[src/sv/pwm_ook_code_transmitter_assert.svh]
// ----------------------------------------------------------------------------
// PWM OOK transmitter assertion macros
// Shared concurrent assertion forms, clocked on clock and quiet in reset.
// ----------------------------------------------------------------------------
`ifndef PWM_OOK_CODE_TRANSMITTER_ASSERT_SVH
`define PWM_OOK_CODE_TRANSMITTER_ASSERT_SVH

// Property holds at every clock edge outside reset.
`define PWMOOK_ASSERT(lbl, prop, msg) \
   lbl: assert property (@(posedge clock) disable iff (reset) (prop)) else $error(msg);

// Consequent holds in the cycle after the antecedent.
`define PWMOOK_ASSERT_NEXT(lbl, ante, cons, msg) \
   lbl: assert property (@(posedge clock) disable iff (reset) (ante) |=> (cons)) \
      else $error(msg);

`endif

[src/sv/pwmook_pkg.sv]
// ----------------------------------------------------------------------------
// PWM OOK transmitter package
// Register layout, reset values, result type and shared helpers.
// ----------------------------------------------------------------------------
`default_nettype none

package pwmook_pkg;

   localparam int CFG_W      = 20;
   localparam int CSR_IDX_W  = 3;

   localparam int HIGH_BITS_DEFAULT = 40;
   localparam int LOW_BITS_DEFAULT  = 50;

   // register indexes
   localparam logic [CSR_IDX_W-1:0] CSR_ENABLE     = 3'd0;
   localparam logic [CSR_IDX_W-1:0] CSR_SHORT      = 3'd1;
   localparam logic [CSR_IDX_W-1:0] CSR_LONG       = 3'd2;
   localparam logic [CSR_IDX_W-1:0] CSR_SYNC       = 3'd3;
   localparam logic [CSR_IDX_W-1:0] CSR_GAP        = 3'd4;
   localparam logic [CSR_IDX_W-1:0] CSR_WARMUP     = 3'd5;
   localparam logic [CSR_IDX_W-1:0] CSR_TAIL       = 3'd6;
   localparam logic [CSR_IDX_W-1:0] CSR_REPEAT_GAP = 3'd7;

   // reset values
   localparam logic [CFG_W-1:0] SHORT_RST      = 20'd350;
   localparam logic [CFG_W-1:0] LONG_RST       = 20'd1050;
   localparam logic [CFG_W-1:0] SYNC_RST       = 20'd5000;
   localparam logic [CFG_W-1:0] GAP_RST        = 20'd1000;
   localparam logic [CFG_W-1:0] WARMUP_RST     = 20'd1000;
   localparam logic [CFG_W-1:0] TAIL_RST       = 20'd2000;
   localparam logic [CFG_W-1:0] REPEAT_GAP_RST = 20'd50000;

   typedef struct packed {
      logic             enable;
      logic [CFG_W-1:0] short_ticks;
      logic [CFG_W-1:0] long_ticks;
      logic [CFG_W-1:0] sync_ticks;
      logic [CFG_W-1:0] gap_ticks;
      logic [CFG_W-1:0] warmup_ticks;
      logic [CFG_W-1:0] tail_ticks;
      logic [CFG_W-1:0] repeat_gap_ticks;
   } cfg_type;

   typedef struct packed {
      logic line_level;
      logic radio_tx;
      logic busy_res;
      logic accepted;
      logic done_res;
   } rsp_type;

   // pulse lengths of zero count as one tick
   function automatic logic [CFG_W-1:0] at_least_one(input logic [CFG_W-1:0] v);
      return (v == '0) ? CFG_W'(1) : v;
   endfunction

endpackage

`default_nettype wire

[src/sv/pwmook_rsp_buf.sv]
// ----------------------------------------------------------------------------
// PWM OOK result buffer
// Two-entry result queue; the input side stalls only when both are full.
// ----------------------------------------------------------------------------
`default_nettype none
`include "pwm_ook_code_transmitter_assert.svh"

module pwmook_rsp_buf
   import pwmook_pkg::*;
(
   input  wire logic    clock,
   input  wire logic    reset,
   input  wire logic    push,
   input  wire rsp_type push_data,
   output logic         full,
   output logic         rsp_valid,
   input  wire logic    rsp_stall,
   output rsp_type      rsp_data
);

   rsp_type    slot_ff [2];
   logic       wr_ptr_ff, wr_ptr_in;
   logic       rd_ptr_ff, rd_ptr_in;
   logic [1:0] count_ff, count_in;
   logic       pop;

   assign rsp_valid = (count_ff != 2'd0);
   assign full      = (count_ff == 2'd2);
   assign rsp_data  = slot_ff[rd_ptr_ff];
   assign pop       = rsp_valid && !rsp_stall;

   always_comb begin
      wr_ptr_in = push ? !wr_ptr_ff : wr_ptr_ff;
      rd_ptr_in = pop  ? !rd_ptr_ff : rd_ptr_ff;
      count_in  = count_ff;
      if (push && !pop) begin
         count_in = count_ff + 2'd1;
      end else if (pop && !push) begin
         count_in = count_ff - 2'd1;
      end
   end

   always_ff @(posedge clock) begin
      if (push) begin
         slot_ff[wr_ptr_ff] <= push_data;
      end
      if (reset) begin
         wr_ptr_ff <= 1'b0;
         rd_ptr_ff <= 1'b0;
         count_ff  <= 2'd0;
      end else begin
         wr_ptr_ff <= wr_ptr_in;
         rd_ptr_ff <= rd_ptr_in;
         count_ff  <= count_in;
      end
   end

   `PWMOOK_ASSERT(a_count_range, count_ff != 2'd3, "result buffer count out of range")
   `PWMOOK_ASSERT_NEXT(a_count_grow, push && !pop, count_ff == $past(count_ff) + 2'd1, "result buffer lost a push")

endmodule

`default_nettype wire

[src/sv/pwmook_core.sv]
// ----------------------------------------------------------------------------
// PWM OOK transmitter core
// Frame sequencer: phase, tick counter and code shifters, one request a cycle.
// ----------------------------------------------------------------------------
`default_nettype none
`include "pwm_ook_code_transmitter_assert.svh"

module pwmook_core
   import pwmook_pkg::*;
#(
   parameter int HIGH_BITS = HIGH_BITS_DEFAULT,
   parameter int LOW_BITS  = LOW_BITS_DEFAULT
) (
   input  wire logic                 clock,
   input  wire logic                 reset,
   input  wire cfg_type              cfg,
   input  wire logic                 in_accept,
   input  wire logic                 in_mode,
   input  wire logic [HIGH_BITS-1:0] in_code_high,
   input  wire logic [LOW_BITS-1:0]  in_code_low,
   input  wire logic [7:0]           in_repeat_count,
   output rsp_type                   res
);

   localparam int TOTAL = HIGH_BITS + LOW_BITS;
   localparam int BPW   = $clog2(TOTAL + 1);

   typedef enum logic [2:0] {
      PH_IDLE,
      PH_WARMUP,
      PH_SYNC,
      PH_GAP,
      PH_BITHI,
      PH_BITLO,
      PH_TAIL,
      PH_REPGAP
   } phase_type;

   phase_type            ph_ff, ph_in;
   logic [CFG_W-1:0]     cnt_ff, cnt_in;
   logic [BPW-1:0]       bpos_ff, bpos_in;
   logic [HIGH_BITS-1:0] hs_ff, hs_in, sh_ff, sh_in;
   logic [LOW_BITS-1:0]  ls_ff, ls_in, sl_ff, sl_in;
   logic [7:0]           rep_ff, rep_in;

   logic cur_bit, next_bit;
   logic acc, done;
   logic go_warm, go_tail, go_rg, end_rg, go_bithi;

   assign cur_bit = (bpos_ff < BPW'(HIGH_BITS)) ? hs_ff[HIGH_BITS-1] : ls_ff[LOW_BITS-1];

   always_comb begin
      ph_in    = ph_ff;
      cnt_in   = cnt_ff;
      bpos_in  = bpos_ff;
      hs_in    = hs_ff;
      ls_in    = ls_ff;
      sh_in    = sh_ff;
      sl_in    = sl_ff;
      rep_in   = rep_ff;
      acc      = 1'b0;
      done     = 1'b0;
      go_warm  = 1'b0;
      go_tail  = 1'b0;
      go_rg    = 1'b0;
      end_rg   = 1'b0;
      go_bithi = 1'b0;
      next_bit = 1'b0;

      if (in_accept) begin
         if (in_mode) begin
            if (cfg.enable && ph_ff == PH_IDLE) begin
               acc    = 1'b1;
               sh_in  = in_code_high;
               sl_in  = in_code_low;
               rep_in = in_repeat_count;
               if (in_repeat_count != 8'd0) begin
                  hs_in   = in_code_high;
                  ls_in   = in_code_low;
                  bpos_in = '0;
                  go_warm = 1'b1;
               end
            end
         end else if (ph_ff != PH_IDLE) begin
            cnt_in = cnt_ff - 1'b1;
            if (cnt_in == '0) begin
               case (ph_ff)
                  PH_WARMUP: begin
                     ph_in  = PH_SYNC;
                     cnt_in = at_least_one(cfg.sync_ticks);
                  end
                  PH_SYNC: begin
                     ph_in  = PH_GAP;
                     cnt_in = at_least_one(cfg.gap_ticks);
                  end
                  PH_GAP: begin
                     go_bithi = 1'b1;
                  end
                  PH_BITHI: begin
                     ph_in  = PH_BITLO;
                     cnt_in = at_least_one(cur_bit ? cfg.short_ticks : cfg.long_ticks);
                  end
                  PH_BITLO: begin
                     // advance to the next code bit
                     if (bpos_ff < BPW'(HIGH_BITS)) begin
                        hs_in = hs_ff << 1;
                     end else begin
                        ls_in = ls_ff << 1;
                     end
                     bpos_in = bpos_ff + 1'b1;
                     if (bpos_in == BPW'(TOTAL)) begin
                        go_tail = 1'b1;
                     end else begin
                        go_bithi = 1'b1;
                     end
                  end
                  PH_TAIL:   go_rg  = 1'b1;
                  PH_REPGAP: end_rg = 1'b1;
                  default: ;
               endcase
            end
         end
      end

      // zero-length waits fall through within the same request
      if (go_tail) begin
         if (cfg.tail_ticks == '0) begin
            go_rg = 1'b1;
         end else begin
            ph_in  = PH_TAIL;
            cnt_in = cfg.tail_ticks;
         end
      end
      if (go_rg) begin
         if (cfg.repeat_gap_ticks == '0) begin
            end_rg = 1'b1;
         end else begin
            ph_in  = PH_REPGAP;
            cnt_in = cfg.repeat_gap_ticks;
         end
      end
      if (end_rg) begin
         rep_in = rep_ff - 8'd1;
         if (rep_in == 8'd0) begin
            done   = 1'b1;
            ph_in  = PH_IDLE;
            cnt_in = '0;
         end else begin
            hs_in   = sh_ff;
            ls_in   = sl_ff;
            bpos_in = '0;
            go_warm = 1'b1;
         end
      end
      if (go_warm) begin
         if (cfg.warmup_ticks == '0) begin
            ph_in  = PH_SYNC;
            cnt_in = at_least_one(cfg.sync_ticks);
         end else begin
            ph_in  = PH_WARMUP;
            cnt_in = cfg.warmup_ticks;
         end
      end
      if (go_bithi) begin
         next_bit = (bpos_in < BPW'(HIGH_BITS)) ? hs_in[HIGH_BITS-1] : ls_in[LOW_BITS-1];
         ph_in    = PH_BITHI;
         cnt_in   = at_least_one(next_bit ? cfg.long_ticks : cfg.short_ticks);
      end
   end

   always_comb begin
      res.line_level = (ph_in == PH_SYNC) || (ph_in == PH_BITHI);
      res.radio_tx   = (ph_in != PH_IDLE) && (ph_in != PH_REPGAP);
      res.busy_res   = (ph_in != PH_IDLE);
      res.accepted   = acc;
      res.done_res   = done;
   end

   always_ff @(posedge clock) begin
      hs_ff <= hs_in;
      ls_ff <= ls_in;
      sh_ff <= sh_in;
      sl_ff <= sl_in;
      if (reset) begin
         ph_ff   <= PH_IDLE;
         cnt_ff  <= '0;
         bpos_ff <= '0;
         rep_ff  <= 8'd0;
      end else begin
         ph_ff   <= ph_in;
         cnt_ff  <= cnt_in;
         bpos_ff <= bpos_in;
         rep_ff  <= rep_in;
      end
   end

   `PWMOOK_ASSERT(a_busy_count, (ph_ff != PH_IDLE) |-> (cnt_ff != '0), "active phase with empty tick counter")
   `PWMOOK_ASSERT(a_bit_range, bpos_ff <= BPW'(TOTAL), "bit position past end of frame")
   `PWMOOK_ASSERT(a_done_idle, res.done_res |-> !res.busy_res, "done reported while still busy")
   `PWMOOK_ASSERT_NEXT(a_busy_start, in_accept && in_mode && (ph_ff != PH_IDLE), ph_ff == $past(ph_ff) && cnt_ff == $past(cnt_ff), "start while busy disturbed the frame")

endmodule

`default_nettype wire

[src/sv/pwm_ook_code_transmitter.sv]
// ----------------------------------------------------------------------------
// PWM OOK code transmitter
// Pulse-width on-off-keyed remote control encoder driven by 1 us ticks.
// ----------------------------------------------------------------------------
// Every request (a tick or a start command) gives one result, and
// requests may arrive on every cycle while req_stall is low. The sequencer
// updates its phase, tick counter and code shifters in a single pass at the
// accepting edge; the result enters a two-entry buffer and is offered from
// there in order. req_stall rises only while both buffer entries are
// full. Configuration writes take effect from the next phase.
// ----------------------------------------------------------------------------
`default_nettype none

module pwm_ook_code_transmitter
   import pwmook_pkg::*;
#(
   parameter int HIGH_BITS = HIGH_BITS_DEFAULT,
   parameter int LOW_BITS  = LOW_BITS_DEFAULT
) (
   input  wire logic                 clock,
   input  wire logic                 reset,

   input  wire logic                 req_valid,
   output logic                      req_stall,
   input  wire logic                 req_mode,
   input  wire logic [HIGH_BITS-1:0] req_code_high,
   input  wire logic [LOW_BITS-1:0]  req_code_low,
   input  wire logic [7:0]           req_repeat_count,

   output logic                      rsp_valid,
   input  wire logic                 rsp_stall,
   output logic                      rsp_line_level,
   output logic                      rsp_radio_tx,
   output logic                      rsp_busy_res,
   output logic                      rsp_accepted,
   output logic                      rsp_done_res,

   input  wire logic                 csr_write_en,
   input  wire logic [CSR_IDX_W-1:0] csr_index,
   input  wire logic [CFG_W-1:0]     csr_wdata
);

   cfg_type cfg_ff, cfg_in;
   rsp_type res, rsp_data;
   logic    req_accept;
   logic    buf_full;

   assign req_stall  = buf_full;
   assign req_accept = req_valid && !req_stall;

   always_comb begin
      cfg_in = cfg_ff;
      if (csr_write_en) begin
         case (csr_index)
            CSR_ENABLE:     cfg_in.enable           = csr_wdata[0];
            CSR_SHORT:      cfg_in.short_ticks      = csr_wdata;
            CSR_LONG:       cfg_in.long_ticks       = csr_wdata;
            CSR_SYNC:       cfg_in.sync_ticks       = csr_wdata;
            CSR_GAP:        cfg_in.gap_ticks        = csr_wdata;
            CSR_WARMUP:     cfg_in.warmup_ticks     = csr_wdata;
            CSR_TAIL:       cfg_in.tail_ticks       = csr_wdata;
            CSR_REPEAT_GAP: cfg_in.repeat_gap_ticks = csr_wdata;
            default: ;
         endcase
      end
   end

   always_ff @(posedge clock) begin
      if (reset) begin
         cfg_ff.enable           <= 1'b0;
         cfg_ff.short_ticks      <= SHORT_RST;
         cfg_ff.long_ticks       <= LONG_RST;
         cfg_ff.sync_ticks       <= SYNC_RST;
         cfg_ff.gap_ticks        <= GAP_RST;
         cfg_ff.warmup_ticks     <= WARMUP_RST;
         cfg_ff.tail_ticks       <= TAIL_RST;
         cfg_ff.repeat_gap_ticks <= REPEAT_GAP_RST;
      end else begin
         cfg_ff <= cfg_in;
      end
   end

   pwmook_core #(
      .HIGH_BITS (HIGH_BITS),
      .LOW_BITS  (LOW_BITS)
   ) u_core (
      .clock           (clock),
      .reset           (reset),
      .cfg             (cfg_ff),
      .in_accept       (req_accept),
      .in_mode         (req_mode),
      .in_code_high    (req_code_high),
      .in_code_low     (req_code_low),
      .in_repeat_count (req_repeat_count),
      .res             (res)
   );

   pwmook_rsp_buf u_rsp_buf (
      .clock     (clock),
      .reset     (reset),
      .push      (req_accept),
      .push_data (res),
      .full      (buf_full),
      .rsp_valid (rsp_valid),
      .rsp_stall (rsp_stall),
      .rsp_data  (rsp_data)
   );

   assign rsp_line_level = rsp_data.line_level;
   assign rsp_radio_tx   = rsp_data.radio_tx;
   assign rsp_busy_res   = rsp_data.busy_res;
   assign rsp_accepted   = rsp_data.accepted;
   assign rsp_done_res   = rsp_data.done_res;

endmodule

`default_nettype wire
[config.mk]
export PLATFORM = sky130hd
export DESIGN_NAME = pwm_ook_code_transmitter
export DESIGN_NICKNAME = d
export VERILOG_FILES = /design/src/sv/pwmook_pkg.sv /design/src/sv/pwmook_rsp_buf.sv /design/src/sv/pwmook_core.sv /design/src/sv/pwm_ook_code_transmitter.sv
export VERILOG_INCLUDE_DIRS = /design/src /design/src/sv
export SDC_FILE = /design/constraint.sdc
export NUM_CORES = 1
export LEC_CHECK = 0
export BUFFER_PORTS_ARGS = -buffer_cell sky130_fd_sc_hd__buf_4
export CAP_MARGIN = 20
export CORE_MARGIN = 3
export CORE_UTILIZATION = 61
export CTS_CLUSTER_SIZE = 20
export DETAILED_ROUTE_END_ITERATION = 6
export PLACE_DENSITY_LB_ADDON = 0.08
export SETUP_SLACK_MARGIN = 0.5
export SYNTH_ARGS = -nofsm -noshare
export SYNTH_HDL_FRONTEND = slang
export SYNTH_SLANG_ARGS = --single-unit
export TNS_END_PERCENT = 10
[constraint.sdc]
create_clock -name clock -period 9.5 [get_ports clock]
set_input_delay 1.9 -clock clock [delete_from_list [all_inputs] [get_ports clock]]
set_output_delay 1.9 -clock clock [all_outputs]
set_load 0.05 [all_outputs]
==> flow_summary.ini <==
[logic_synthesis]
synth.top_cells.by_area = dfxtp_1, edfxtp_1, nand2_1
syn-num-nets = 2442
synth.distinct_cells = 87
seq_area_frac_synth_pct = 44.3
synth_edf_count = 100
synth-simple-area-share_pct = 22.4
synthCells = 2308
synth-compound-area-share_pct = 26.5
synth_mux_area_share_pct = 1.50
synth_top_area_share_pct = 28.6
yosys.area.top_type = dfxtp_1
postSynthRegisterBits = 374
yosys_warnings = 0
synthArstFlopShare_pct = 0
synth_top_family_by_area = compound AO/OA/AOI/OAI gates
yosys.area_share.xor_xnor_pct = 0.411
synth.avg_cell_area_sq_um = 8.31
synth-main-ff-cell = dfxtp_1
synth_area_sq_um = 19200
synth_fa_ha_area_share_pct = 0.457

[clock_network]
cts_tree = done
root_buffer = clkbuf_16
path_clk_slew_ns = 0.06
cts.htree.levels = 2
worstSkewPairLatency_ns = 0.55
clock-sinks = 374
cts_hold_buf = 0
cts_setup_buffers = 0
cts_resized = 0
cts_buffers = 41
max-clock-path-buffers = 3

[sta]
tns_ns = 0
setup_viol = 0
fin_crit_ns = 6.47
finalHoldViolations = 0
max_freq_mhz = 154
rsz0062_at_grt = no
post-route-period-util_pct = 68.2
fin_skew_ns = 0.0252
drv_slew = 0
tightest_slew_ns = 1.19
hold_slack_ns = 0.443
relSlewSlack_pct = 20.7

[route]
drt_iter0_drc = 2369
vias = 18600
wl_per_cell_um = 22.8
drtAntennaViolNets = 0
wl_um = 62800
remaining_drc_errors = 0
routed_via_density = 6.79
firstDrtPassIters = 7

[setup_path]
crit_required_ns = 9.93
r2r_slack_ns = 3.85
worstPathCellList = buf_4 > inv_1 > nand4_1 > buf_4 > a2111oi_0 > a32oi_1 > nor4_4 > buf_4 > and2_1 > and3b_1 > or2_1 > a311o_1
cp.arrival_ns = 6.90
max_stage_delay_ns = 0.78
critPathKind = in -> reg
cp_common_cell = buf_4
cp-start-kind = primary input
worstPathMaxFanout = 76
worst_setup_path_end_kind = flop
crit_slowest_cell = a2111oi_0

[pwr]
p_switching_mw = 1.07
switching_share_pct = 27.1
clockPowerShare_pct = 40.3
power_leakage_nw = 7.18
seqPwrFrac_pct = 45.6
intPower_mw = 2.89
p_comb_share_pct = 14.1
total_power_mw = 3.96
irDropWorstVdd_uv = 153
powerDensity_nw_per_um2 = 184

[grt]
grt_pass1_wl_um = 97300
grt_pass1_vias = 17400
grt_overflow = 0
grt_max_degree = 125
antenna_found_initial = 0
grtUsageTotal_pct = 36.0

[place]
portBuffers = 133
gp_congestion = 1.02
place_hpwl_um = 41400

[flow_run]
maxCapViolCount = 0

[status]
status = finished, final reports clean

[die]
io_pins = 134
fp.dieArea_sq_um = 33600
start_util_pct = 62.2
dieWidth_um = 183
core_sq_um = 30800
core.rowCount = 64
die_h_um = 183

[layout]
layout_common_cells = nand2_1, dfxtp_1, o21ai_0
nets = 2454
layout_commonest_cell = nand2_1
diodes = 0
syn2layout_area_growth_pct = 12.3
drive_above_1_share_pct = 12.0

[worst_hold_path]
hold_class = reg -> reg
[cell families (layout without fill, tap and decap cells)]
family | count (synthesis) | count (layout)
simple gates | 888 | 888
compound gates | 786 | 786
flops | 374 | 374
buf+inv | 216 | 260
mux | 28 | 28
xor+xnor | 9 | 9
fa+ha+maj | 7 | 7
[sequential cells by signal, summed over array words and instances (netlist names), 2 cells and up, named ones only]
register            count
u_core.ph_ff            3
u_core.hs_ff           40
u_core.bpos_ff          7
u_core.sl_ff           50
u_core.sh_ff           40
u_core.ls_ff           50
cfg_ff                141
u_core.rep_ff           8
u_core.cnt_ff          20
u_rsp_buf.slot_ff      10
u_rsp_buf.count_ff      2
[worst max-delay path, delay by kind of cell]
| kind | cells | cell delay [ns] |
|---|---|---|
| AOI/OAI and AO/OA | 3 | 1.64 |
| buffers and inverters | 4 | 1.44 |
| and+or+nand+nor | 5 | 1.87 |
[metal layers]
metal  vias to the layer above  track usage (%)  part of all wire (%)
met5                         -                0                     0
met4                         0             19.1                   5.8
met3                       215             4.64                   8.2
met2                      1005             59.3                    47
met1                      8870             46.6                    39
li1                       8557                -                     -
[cell type report]
class                   instances  area [sq um]
clock buffers                  61          1220
clock inverters                14           126
fillers                      2525          9290
inverters                      21          78.8
multi-input cells            1718          9880
flip-flops and latches        374          8490
well taps                     396           495
repair buffers                164          1250
[power groups by stage]
| stage | clock [mW] | sequential, mW | combinational (mW) |
|---|---|---|---|
| final | 1.60 | 1.80 | 0.558 |
| after global routing | 1.67 | 1.81 | 0.602 |
| after CTS | 1.60 | 1.80 | 0.550 |
| after detailed placement | 0 | 1.83 | 0.547 |
| after global placement | 0 | 1.83 | 0.532 |
| after floorplan | 0 | 1.81 | 0.389 |
[cells in the mapped netlist (51+ instances only)]
library cell and number:
dfxtp_1 274, clkbuf_1 156, o21ai_0 248, or3_1 55, o22a_1 55, nor2_1 129, a21oi_1 164, nor3_1 80
nand2_1 417, edfxtp_1 100, o22ai_1 65, o221ai_1 51
[per-stage QoR]
stage	setup slack [ns]	cell area (sq um)	cells	util, %
floorplan	1.96	19200	2308	-
global placement	2.74	20200	2671	65.4
detailed placement	2.55	20200	2672	65.4
CTS	3.13	21500	2747	69.8
global route	2.68	21500	2748	69.9
finish	3.03	21500	2748	69.9
[final timing paths]
kind / cells past startpoint / start / end
max: 12 / req_mode / u_core.cnt_ff[11]
min: 2 / u_core.sh_ff[15] / u_core.hs_ff[15]
max reg2reg: 13 / u_core.cnt_ff[0] / u_core.cnt_ff[11]
min reg2reg: 2 / u_core.sh_ff[15] / u_core.hs_ff[15]
(Power assumes the default switching activity.)
